--- config.mk ---
export PLATFORM = sky130hd
export DESIGN_NAME = sbis_ctrl
export DESIGN_NICKNAME = d
export VERILOG_FILES = /design/src/hw/rtl/sbis_pkg.sv /design/src/hw/rtl/sbis_ctrl.sv
export SDC_FILE = /design/constraint.sdc
export NUM_CORES = 1
export LEC_CHECK = 0
export BUFFER_PORTS_ARGS = -buffer_cell sky130_fd_sc_hd__buf_2
export CAP_MARGIN = 10
export CORE_MARGIN = 2
export CORE_UTILIZATION = 45
export CTS_BUF_LIST = sky130_fd_sc_hd__clkbuf_8
export CTS_CLUSTER_SIZE = 40
export DETAILED_ROUTE_END_ITERATION = 7
export GPL_TIMING_DRIVEN = 0
export PLACE_DENSITY_LB_ADDON = 0.2
export SYNTH_ARGS = -nofsm -noshare
export SYNTH_HDL_FRONTEND = slang
export SYNTH_SLANG_ARGS = --single-unit
--- constraint.sdc ---
create_clock -name clk -period 4.7 [get_ports clk]
set_input_delay 0.94 -clock clk [delete_from_list [all_inputs] [get_ports clk]]
set_output_delay 0.94 -clock clk [all_outputs]
set_load 0.01 [all_outputs]
--- src/hw/rtl/sbis_pkg.sv ---
// ----------------------------------------------------------------------------
// sbis_pkg
// Shared types and constants for the sparse bitmap id set.
// ----------------------------------------------------------------------------
package sbis_pkg;

    localparam int ID_W        = 64;
    localparam int WORD_BITS   = 64;
    localparam int BIT_IDX_W   = $clog2(WORD_BITS);
    localparam int KEY_W       = ID_W - BIT_IDX_W;
    localparam int ENTRIES_DEF = 64;

    typedef enum logic [1:0] {
        REQ_INSERT  = 2'd0,
        REQ_QUERY   = 2'd1,
        REQ_RESTART = 2'd2
    } req_t;

    // Restart and the unused request code also report the zero code.
    typedef enum logic [3:0] {
        STS_BELOW_MIN   = 4'd0,
        STS_ABOVE_MAX   = 4'd1,
        STS_NO_ENTRY    = 4'd2,
        STS_BIT_CLEAR   = 4'd3,
        STS_FOUND       = 4'd4,
        STS_FOUND_FREED = 4'd5,
        STS_INSERTED    = 4'd6,
        STS_NOT_SORTED  = 4'd7,
        STS_TABLE_FULL  = 4'd8
    } status_t;

    typedef enum logic [1:0] {
        ST_CLEAR,
        ST_IDLE,
        ST_SCAN,
        ST_RESULT
    } state_t;

    typedef struct packed {
        logic                 valid;
        logic [KEY_W-1:0]     key;
        logic [WORD_BITS-1:0] bits;
    } entry_t;

endpackage

--- src/hw/rtl/sbis_ctrl.sv ---
// ----------------------------------------------------------------------------
// sbis_ctrl
// Request sequencer: window checks, table scan, read-modify-write of the
// matching entry, entry count and the output register.
// ----------------------------------------------------------------------------
module sbis_ctrl #(
    parameter  int ENTRIES = 64,
    localparam int IW      = $clog2(ENTRIES)
) (
    input  logic                      clk,
    input  logic                      rst_n,
    input  logic                      in_valid,
    output logic                      in_stall,
    input  logic [1:0]                req_type,
    input  logic [sbis_pkg::ID_W-1:0] msg_id,
    output logic                      out_valid,
    input  logic                      out_stall,
    output logic                      is_member,
    output logic [3:0]                status,
    output logic [6:0]                entries_used,
    output logic                      mem_rd_en,
    output logic [IW-1:0]             mem_rd_addr,
    input  sbis_pkg::entry_t          mem_rd_data,
    output logic                      mem_wr_en,
    output logic [IW-1:0]             mem_wr_addr,
    output sbis_pkg::entry_t          mem_wr_data
);
    import sbis_pkg::*;

    localparam int          CW   = $clog2(ENTRIES + 1);
    localparam logic [IW-1:0] LAST = IW'(ENTRIES - 1);

    state_t               state_reg, state_next;
    req_t                 req_reg, req_next;
    logic [ID_W-1:0]      id_reg, id_next;
    logic [ID_W-1:0]      low_reg, low_next;
    logic [ID_W-1:0]      high_reg, high_next;
    logic [CW-1:0]        count_reg, count_next;
    logic [IW-1:0]        addr_reg, addr_next;
    logic                 issue_done_reg, issue_done_next;
    logic                 rd_vld_reg;
    logic [IW-1:0]        rd_idx_reg;
    logic                 free_found_reg, free_found_next;
    logic [IW-1:0]        free_idx_reg, free_idx_next;
    status_t              res_status_reg, res_status_next;
    logic                 res_member_reg, res_member_next;
    logic                 out_valid_reg;
    logic                 out_member_reg;
    status_t              out_status_reg;
    logic [6:0]           out_used_reg;

    logic                 accept;
    logic                 issue;
    logic                 hit;
    logic                 last_beat;
    logic                 commit;
    logic                 out_load;
    logic [WORD_BITS-1:0] bit_mask;
    logic [WORD_BITS-1:0] bits_set;
    logic [WORD_BITS-1:0] bits_clr;
    logic                 can_alloc;
    logic [IW-1:0]        alloc_idx;

    assign accept    = (state_reg == ST_IDLE) && in_valid;
    assign in_stall  = (state_reg != ST_IDLE);
    assign issue     = (state_reg == ST_SCAN) && !issue_done_reg;
    assign out_load  = (state_reg == ST_RESULT) && (!out_valid_reg || !out_stall);

    assign mem_rd_en   = issue;
    assign mem_rd_addr = addr_reg;

    assign bit_mask  = {{(WORD_BITS-1){1'b0}}, 1'b1} << id_reg[BIT_IDX_W-1:0];
    assign bits_set  = mem_rd_data.bits | bit_mask;
    assign bits_clr  = mem_rd_data.bits & ~bit_mask;
    assign hit       = rd_vld_reg && mem_rd_data.valid
                       && (mem_rd_data.key == id_reg[ID_W-1:BIT_IDX_W]);
    assign last_beat = rd_vld_reg && (rd_idx_reg == LAST);
    // scan ends on the first key match or after the last entry came back
    assign commit    = (state_reg == ST_SCAN) && (hit || last_beat);
    assign can_alloc = free_found_reg || !mem_rd_data.valid;
    assign alloc_idx = free_found_reg ? free_idx_reg : rd_idx_reg;

    // next state
    always_comb
    begin
        state_next = state_reg;
        unique case (state_reg)
            ST_CLEAR:
            begin
                if (addr_reg == LAST)
                begin
                    state_next = ST_IDLE;
                end
            end
            ST_IDLE:
            begin
                if (accept)
                begin
                    state_next = ST_RESULT;
                    if (req_t'(req_type) == REQ_INSERT && msg_id > high_reg)
                    begin
                        state_next = ST_SCAN;
                    end
                    if (req_t'(req_type) == REQ_QUERY && msg_id >= low_reg
                        && msg_id <= high_reg)
                    begin
                        state_next = ST_SCAN;
                    end
                end
            end
            ST_SCAN:
            begin
                if (commit)
                begin
                    state_next = ST_RESULT;
                end
            end
            ST_RESULT:
            begin
                if (out_load)
                begin
                    state_next = ST_IDLE;
                end
            end
            default: state_next = ST_IDLE;
        endcase
    end

    // datapath and table access
    always_comb
    begin
        req_next        = req_reg;
        id_next         = id_reg;
        low_next        = low_reg;
        high_next       = high_reg;
        count_next      = count_reg;
        addr_next       = addr_reg;
        issue_done_next = issue_done_reg;
        free_found_next = free_found_reg;
        free_idx_next   = free_idx_reg;
        res_status_next = res_status_reg;
        res_member_next = res_member_reg;
        mem_wr_en       = 1'b0;
        mem_wr_addr     = addr_reg;
        mem_wr_data     = '0;

        unique case (state_reg)
            ST_CLEAR:
            begin
                mem_wr_en = 1'b1;
                addr_next = addr_reg + IW'(1);
            end
            ST_IDLE:
            begin
                if (accept)
                begin
                    req_next        = req_t'(req_type);
                    id_next         = msg_id;
                    addr_next       = '0;
                    issue_done_next = 1'b0;
                    free_found_next = 1'b0;
                    res_member_next = 1'b0;
                    res_status_next = STS_BELOW_MIN;
                    unique case (req_type)
                        REQ_INSERT:
                        begin
                            if (msg_id <= high_reg)
                            begin
                                res_status_next = STS_NOT_SORTED;
                            end
                        end
                        REQ_QUERY:
                        begin
                            if (msg_id < low_reg)
                            begin
                                res_status_next = STS_BELOW_MIN;
                            end
                            else
                            begin
                                if (msg_id == low_reg)
                                begin
                                    low_next = low_reg + ID_W'(1);
                                end
                                if (msg_id > high_reg)
                                begin
                                    res_status_next = STS_ABOVE_MAX;
                                end
                            end
                        end
                        REQ_RESTART:
                        begin
                            high_next = msg_id;
                            low_next  = msg_id + ID_W'(1);
                        end
                        default: ;
                    endcase
                end
            end
            ST_SCAN:
            begin
                if (issue)
                begin
                    addr_next = addr_reg + IW'(1);
                    if (addr_reg == LAST)
                    begin
                        issue_done_next = 1'b1;
                    end
                end
                if (rd_vld_reg && !mem_rd_data.valid && !free_found_reg)
                begin
                    free_found_next = 1'b1;
                    free_idx_next   = rd_idx_reg;
                end
                if (commit)
                begin
                    if (req_reg == REQ_INSERT)
                    begin
                        if (hit || can_alloc)
                        begin
                            mem_wr_en        = 1'b1;
                            mem_wr_data.valid = 1'b1;
                            mem_wr_data.key  = id_reg[ID_W-1:BIT_IDX_W];
                            res_status_next  = STS_INSERTED;
                            high_next        = id_reg;
                            if (id_reg < low_reg)
                            begin
                                low_next = id_reg;
                            end
                            if (hit)
                            begin
                                mem_wr_addr      = rd_idx_reg;
                                mem_wr_data.bits = bits_set;
                            end
                            else
                            begin
                                mem_wr_addr      = alloc_idx;
                                mem_wr_data.bits = bit_mask;
                                count_next       = count_reg + CW'(1);
                            end
                        end
                        else
                        begin
                            res_status_next = STS_TABLE_FULL;
                        end
                    end
                    else
                    begin
                        if (!hit)
                        begin
                            res_status_next = STS_NO_ENTRY;
                        end
                        else if ((mem_rd_data.bits & bit_mask) == '0)
                        begin
                            res_status_next = STS_BIT_CLEAR;
                        end
                        else
                        begin
                            mem_wr_en         = 1'b1;
                            mem_wr_addr       = rd_idx_reg;
                            mem_wr_data.key   = mem_rd_data.key;
                            mem_wr_data.bits  = bits_clr;
                            res_member_next   = 1'b1;
                            if (bits_clr == '0)
                            begin
                                mem_wr_data.valid = 1'b0;
                                res_status_next   = STS_FOUND_FREED;
                                if (count_reg != '0)
                                begin
                                    count_next = count_reg - CW'(1);
                                end
                            end
                            else
                            begin
                                mem_wr_data.valid = 1'b1;
                                res_status_next   = STS_FOUND;
                            end
                        end
                    end
                end
            end
            ST_RESULT: ;
            default: ;
        endcase
    end

    always_ff @(posedge clk or negedge rst_n)
    begin
        if (!rst_n)
        begin
            state_reg      <= ST_CLEAR;
            low_reg        <= ID_W'(1);
            high_reg       <= '0;
            count_reg      <= '0;
            addr_reg       <= '0;
            issue_done_reg <= 1'b0;
            rd_vld_reg     <= 1'b0;
            free_found_reg <= 1'b0;
            out_valid_reg  <= 1'b0;
        end
        else
        begin
            state_reg      <= state_next;
            low_reg        <= low_next;
            high_reg       <= high_next;
            count_reg      <= count_next;
            addr_reg       <= addr_next;
            issue_done_reg <= issue_done_next;
            rd_vld_reg     <= issue;
            free_found_reg <= free_found_next;
            if (out_load)
            begin
                out_valid_reg <= 1'b1;
            end
            else if (!out_stall)
            begin
                out_valid_reg <= 1'b0;
            end
        end
    end

    always_ff @(posedge clk)
    begin
        req_reg        <= req_next;
        id_reg         <= id_next;
        free_idx_reg   <= free_idx_next;
        res_status_reg <= res_status_next;
        res_member_reg <= res_member_next;
        if (issue)
        begin
            rd_idx_reg <= addr_reg;
        end
        if (out_load)
        begin
            out_member_reg <= res_member_reg;
            out_status_reg <= res_status_reg;
            out_used_reg   <= 7'(count_reg);
        end
    end

    assign out_valid    = out_valid_reg;
    assign is_member    = out_member_reg;
    assign status       = out_status_reg;
    assign entries_used = out_used_reg;

endmodule

# Word level (Yosys, flattened, before mapping)
# Index checks and enable logic that the tools add are counted.
# Widths: inputs -> output; s select.
# totals
output_inout_bits	151
reg_bits	242
input_bits	193
wordCells	186
# op_classes
n_addsub	5
mux	79
shifts	1
eq_ne	31
bitwise_logic	4
n_reduce_logical	43
magnitude_cmp	5
# op_table
op	count
$mux 64	13
$mux 123	6
$pmux 64 s2	3
$add 64x1->64 const B	2
$and 64x64->64	2
$logic_not 64->1	2
$lt 64x64->1	2
$eq 64x64->1	1
$ge 64x64->1	1
$gt 64x64->1	1
$le 64x64->1	1
$not 64->64	1
$or 64x64->64	1
$shl 1x6->64 const A	1
$mux 6	10
$eq 58x58->1	1
$mux 7	7
$mux 1	20
$ne 2x2->1 const B	10
$ne 2x1->1 const B	9
$pmux 6 s3	1
$mux 4	4
$eq 6x6->1 const B	2
$logic_and 1x1->1	12
other kinds (26)	55

# Depth between registers and ports, before layout
# depth
word_depth	10
ltp_mapped	21
mapped_depth_nobuf	13

# Worst setup path before layout
# OpenSTA, ideal clock, no wires.
# synth_path
path_type	input-to-reg
from	input req_type[1]
to	register low_reg[36]
path_slack_ps	-459
t_arrival_ps	5072
t_required_ps	4613
setup_ps	87
n_path_buf	8
stages	21
path_cell_list	buf_2 nor2b_1 buf_6 buf_6 buf_6 buf_2 clkbuf_1 clkbuf_1 clkbuf_1 nand2_1 o21ai_0 ha_1 nand2_1 mux2i_1 nand2_1 or4_1 or4_4 nor3_2 xnor2_1 a21oi_1 a22oi_1
# synth_between
elab_chain_cells	4
elab_cells_between_ends	9
cone_classes	eq/ne (5); mux (3); reduce/logical (1)
# synth_rtl
item	line	source
start, declared	sbis_ctrl.sv:14	input logic [1:0] req_type,
$eq 2x2->1 or $eq 2x1->1 (tied branches)	sbis_ctrl.sv:164	unique case (req_type)
$pmux 64 s2	sbis_ctrl.sv:164	
$mux 64	sbis_ctrl.sv:155	if (accept)
$pmux 64 s2	sbis_ctrl.sv:147	unique case (state_reg)
end signal, assigned	sbis_ctrl.sv:303	low_reg <= low_next;
end, declared	sbis_ctrl.sv:36	logic [ID_W-1:0] low_reg, low_next;
# Several ways; a longest one is shown, not always the timed one. The select of a mux whose other input is x is not followed.
# A chain may end at the register's enable or synchronous reset.

==> flow_summary.ini <==
[cells_and_area]
layout-drive-gt1-share_pct = 29.9
area_growth_pct = 31.9
fin_util_pct = 59.7
final_nets = 3564

[floorplan]
die_area_mm2 = 0.0507
start_util_pct = 45.2
ios = 344
rows = 81
core_area_mm2 = 0.0486
die_y_um = 225
die_w_um = 225

[synth]
postSynthNetCount = 3070
synth_ff_type = dfrtp_1
synth-seq-cells = 242
synth_top_area_share_pct = 16.6
yosysWarnings = 0
ys_seq_area_share_pct = 29.7
yosysMostFrequentCell = a21oi_1
synth_area_mm2 = 0.0220
yosys-top-cells-area = dfrtp_1, edfxtp_1, ha_1
ys_async_sr_fraction_pct = 60.7
yosys.cell_types.count = 90
syn_inst = 2674
synth_area_leader_cell = dfrtp_1
yosys-top-cells-count = a21oi_1, o21ai_0, nor2_1
synth_area_per_cell_um2 = 8.23
synth-edff-count = 95

[route]
drt_iter0_drc = 2901
wl_mm = 116
drc = 0
viasPerCell = 6.55
vias = 25099
first_pass_iters = 6
ant_nets = 0
routedWlPerCell_um = 30.2

[sta]
period_minus_slack_ns = 5.01
skew_ns = 0.0574
fmax_ghz = 0.200
layout_setup_ws_ns = -0.307
holdWs_ns = 0.209
setup_viol = 136
rsz0062_at_grt = yes
tightestPinTransition_ns = 1.41
hold_viol_final = 0
maxSlewHeadroom_pct = 4.84
drv_slew = 0
post-route-period-util_pct = 107

[place]
portBuffers = 343
place_ws_ns = -2.46
dpl.hpwl_mm = 87.0
gp_congestion = 1.05

[critical_path]
critPathKind = flop to output port
max_stage_delay_ns = 0.57
critical_path.cell_chain = xor2_4, nor4_4, nand4_1, nor4_4, buf_6, buf_6, nand2_8, a211o_4, clkbuf_16, a21oi_2, o211ai_1, o21ai_1, buf_2
r2r_slack_ns = -0.11
arrival_ns = 4.07
critPathLaunchType = flop
cpMaxStageDelayCell = nor4_4
worst-r2r-cell-count = 13
cp-end-kind = output port
cp_max_fo = 10
r2r-end = high_reg[56]
cp.required_ns = 3.76
r2r-start = id_reg[32]

[run]
cap_violations = 0

[hold_path]
min_path_type = input pin to asynchronous set/reset pin

[grt]
grt_max_degree = 106
grt_pass1_vias = 23495
grt_use_total_pct = 43.8
grt.overflow.total = 0
antenna_found_initial = 8
grt_first_pass_wirelength_mm = 161

[pwr]
ir_drop_mv = 0.260
p_leak_uw = 0.0126
power_density_mw_per_mm2 = 176

[cts]
clock_latency_ns = 0.67
holdBufCountCts = 0
cts_sinks = 242
cts_tree = done
htreeDepth = 2
clock_tree.root_cell = clkbuf_8
clk_path_buf_depth = 3
clk_pin_slew_ns = 0.06
numCtsBuffers = 47

[status]
status = finished with violations
violations = negative setup slack
==> critical path, delay by kind of cell (launching register included) <==
kind / cells / cell delay, ns
compound gates: 4 / 0.85
xor+xnor: 1 / 0.28
buf+inv: 4 / 0.69
flops: 1 / 0.52
simple gates: 4 / 1.07
==> area by class of cell <==
class	count	area, um^2
Buffer	146	1250
Clock buffer	54	743
Sequential cell	242	6530
Inverter	214	803
Timing Repair Buffer	456	3170
Tap cell	622	778
Multi-Input combinational cell	2061	15500
Fill cell	4367	19600
Antenna cell	6	15.0
Clock inverter	33	206
==> stage by stage <==
| stage | instance area, um^2 | power, uW | instances | TNS (ns) |
|---|---|---|---|---|
| 6_report | 29000 | 5120 | 3834 | -21.15 |
| 5_1_grt | 29000 | 5250 | 3830 | -24.34 |
| 3_5_place_dp | 24600 | 2870 | 3643 | -417.57 |
| 2_1_floorplan | 22000 | 2500 | 2674 | 0 |
| 3_3_place_gp | 24500 | 2860 | 3639 | -442.38 |
| 4_1_cts | 27500 | 5070 | 3787 | -0.665 |
==> metal layers <==
layer | GRT usage, % | part of all wire [%]
met5 | 0 | 0.047
met4 | 28.8 | 7.8
met3 | 11.5 | 11
met2 | 66.2 | 43
met1 | 55.1 | 38
==> cells by family after synthesis <==
logic type               Yosys count  synth area share [%]
AND/OR/NAND/NOR                  818                  18.7
AO/OA/AOI/OAI                    802                  22.3
buffers and inverters            372                  6.80
flip-flops                       242                  29.7
adder cells (fa/ha/maj)          203                  11.6
multiplexers                     136                  6.90
XOR/XNOR                         101                  4.02
==> how the worst max path moves through the flow <==
stage                    start               to  slack, ns  depth (start not counted)
6_report            id_reg[32]  mem_wr_data[15]      -0.31                         13
5_1_grt             id_reg[32]   mem_wr_data[8]      -0.32                         14
4_1_cts             id_reg[14]  mem_wr_data[32]      -0.08                         14
3_5_place_dp   mem_rd_data[90]  mem_wr_data[31]      -2.46                         11
3_3_place_gp   mem_rd_data[90]  mem_wr_data[28]      -2.51                         11
2_1_floorplan      req_type[1]      low_reg[36]       0.02                         21
==> cell usage in the layout, fill, tap and decap left out, drive strengths merged, types with 18 or more instances in the layout <==
| cell type | Yosys | routed |
|---|---|---|
| mux2 | 101 | 101 |
| nor2 | 232 | 232 |
| nor2b | 18 | 18 |
| nor4 | 36 | 36 |
| clkbuf | 112 | 145 |
| a21oi | 256 | 256 |
| nand3 | 67 | 67 |
| nand4 | 69 | 69 |
| buf | 46 | 510 |
| o31ai | 33 | 33 |
| a31oi | 21 | 21 |
| xor2 | 47 | 47 |
| nand4b | 22 | 22 |
| o21ai | 240 | 240 |
| nand2b | 33 | 33 |
| a22oi | 81 | 81 |
| ha | 202 | 202 |
| mux2i | 34 | 34 |
| nand2 | 215 | 215 |
| nor3 | 48 | 48 |
| edfxtp | 95 | 95 |
| a21o | 36 | 36 |
| inv | 214 | 232 |
| xnor2 | 54 | 54 |
| dfrtp | 146 | 146 |
==> what timing repair did <==
action / CTS / global route
gates cloned: 4 / 9
buffers inserted: 64 / 34
setup endpoints to repair: 261 / 182
resized for setup: 360 / 313
pin swaps: 70 / 94
==> power by group <==
group / internal (uW) / switching [uW]
sequential: 2200 / 1.76
combinational: 230 / 482
clock: 1170 / 1040
Power figures use the tool's default switching activity.
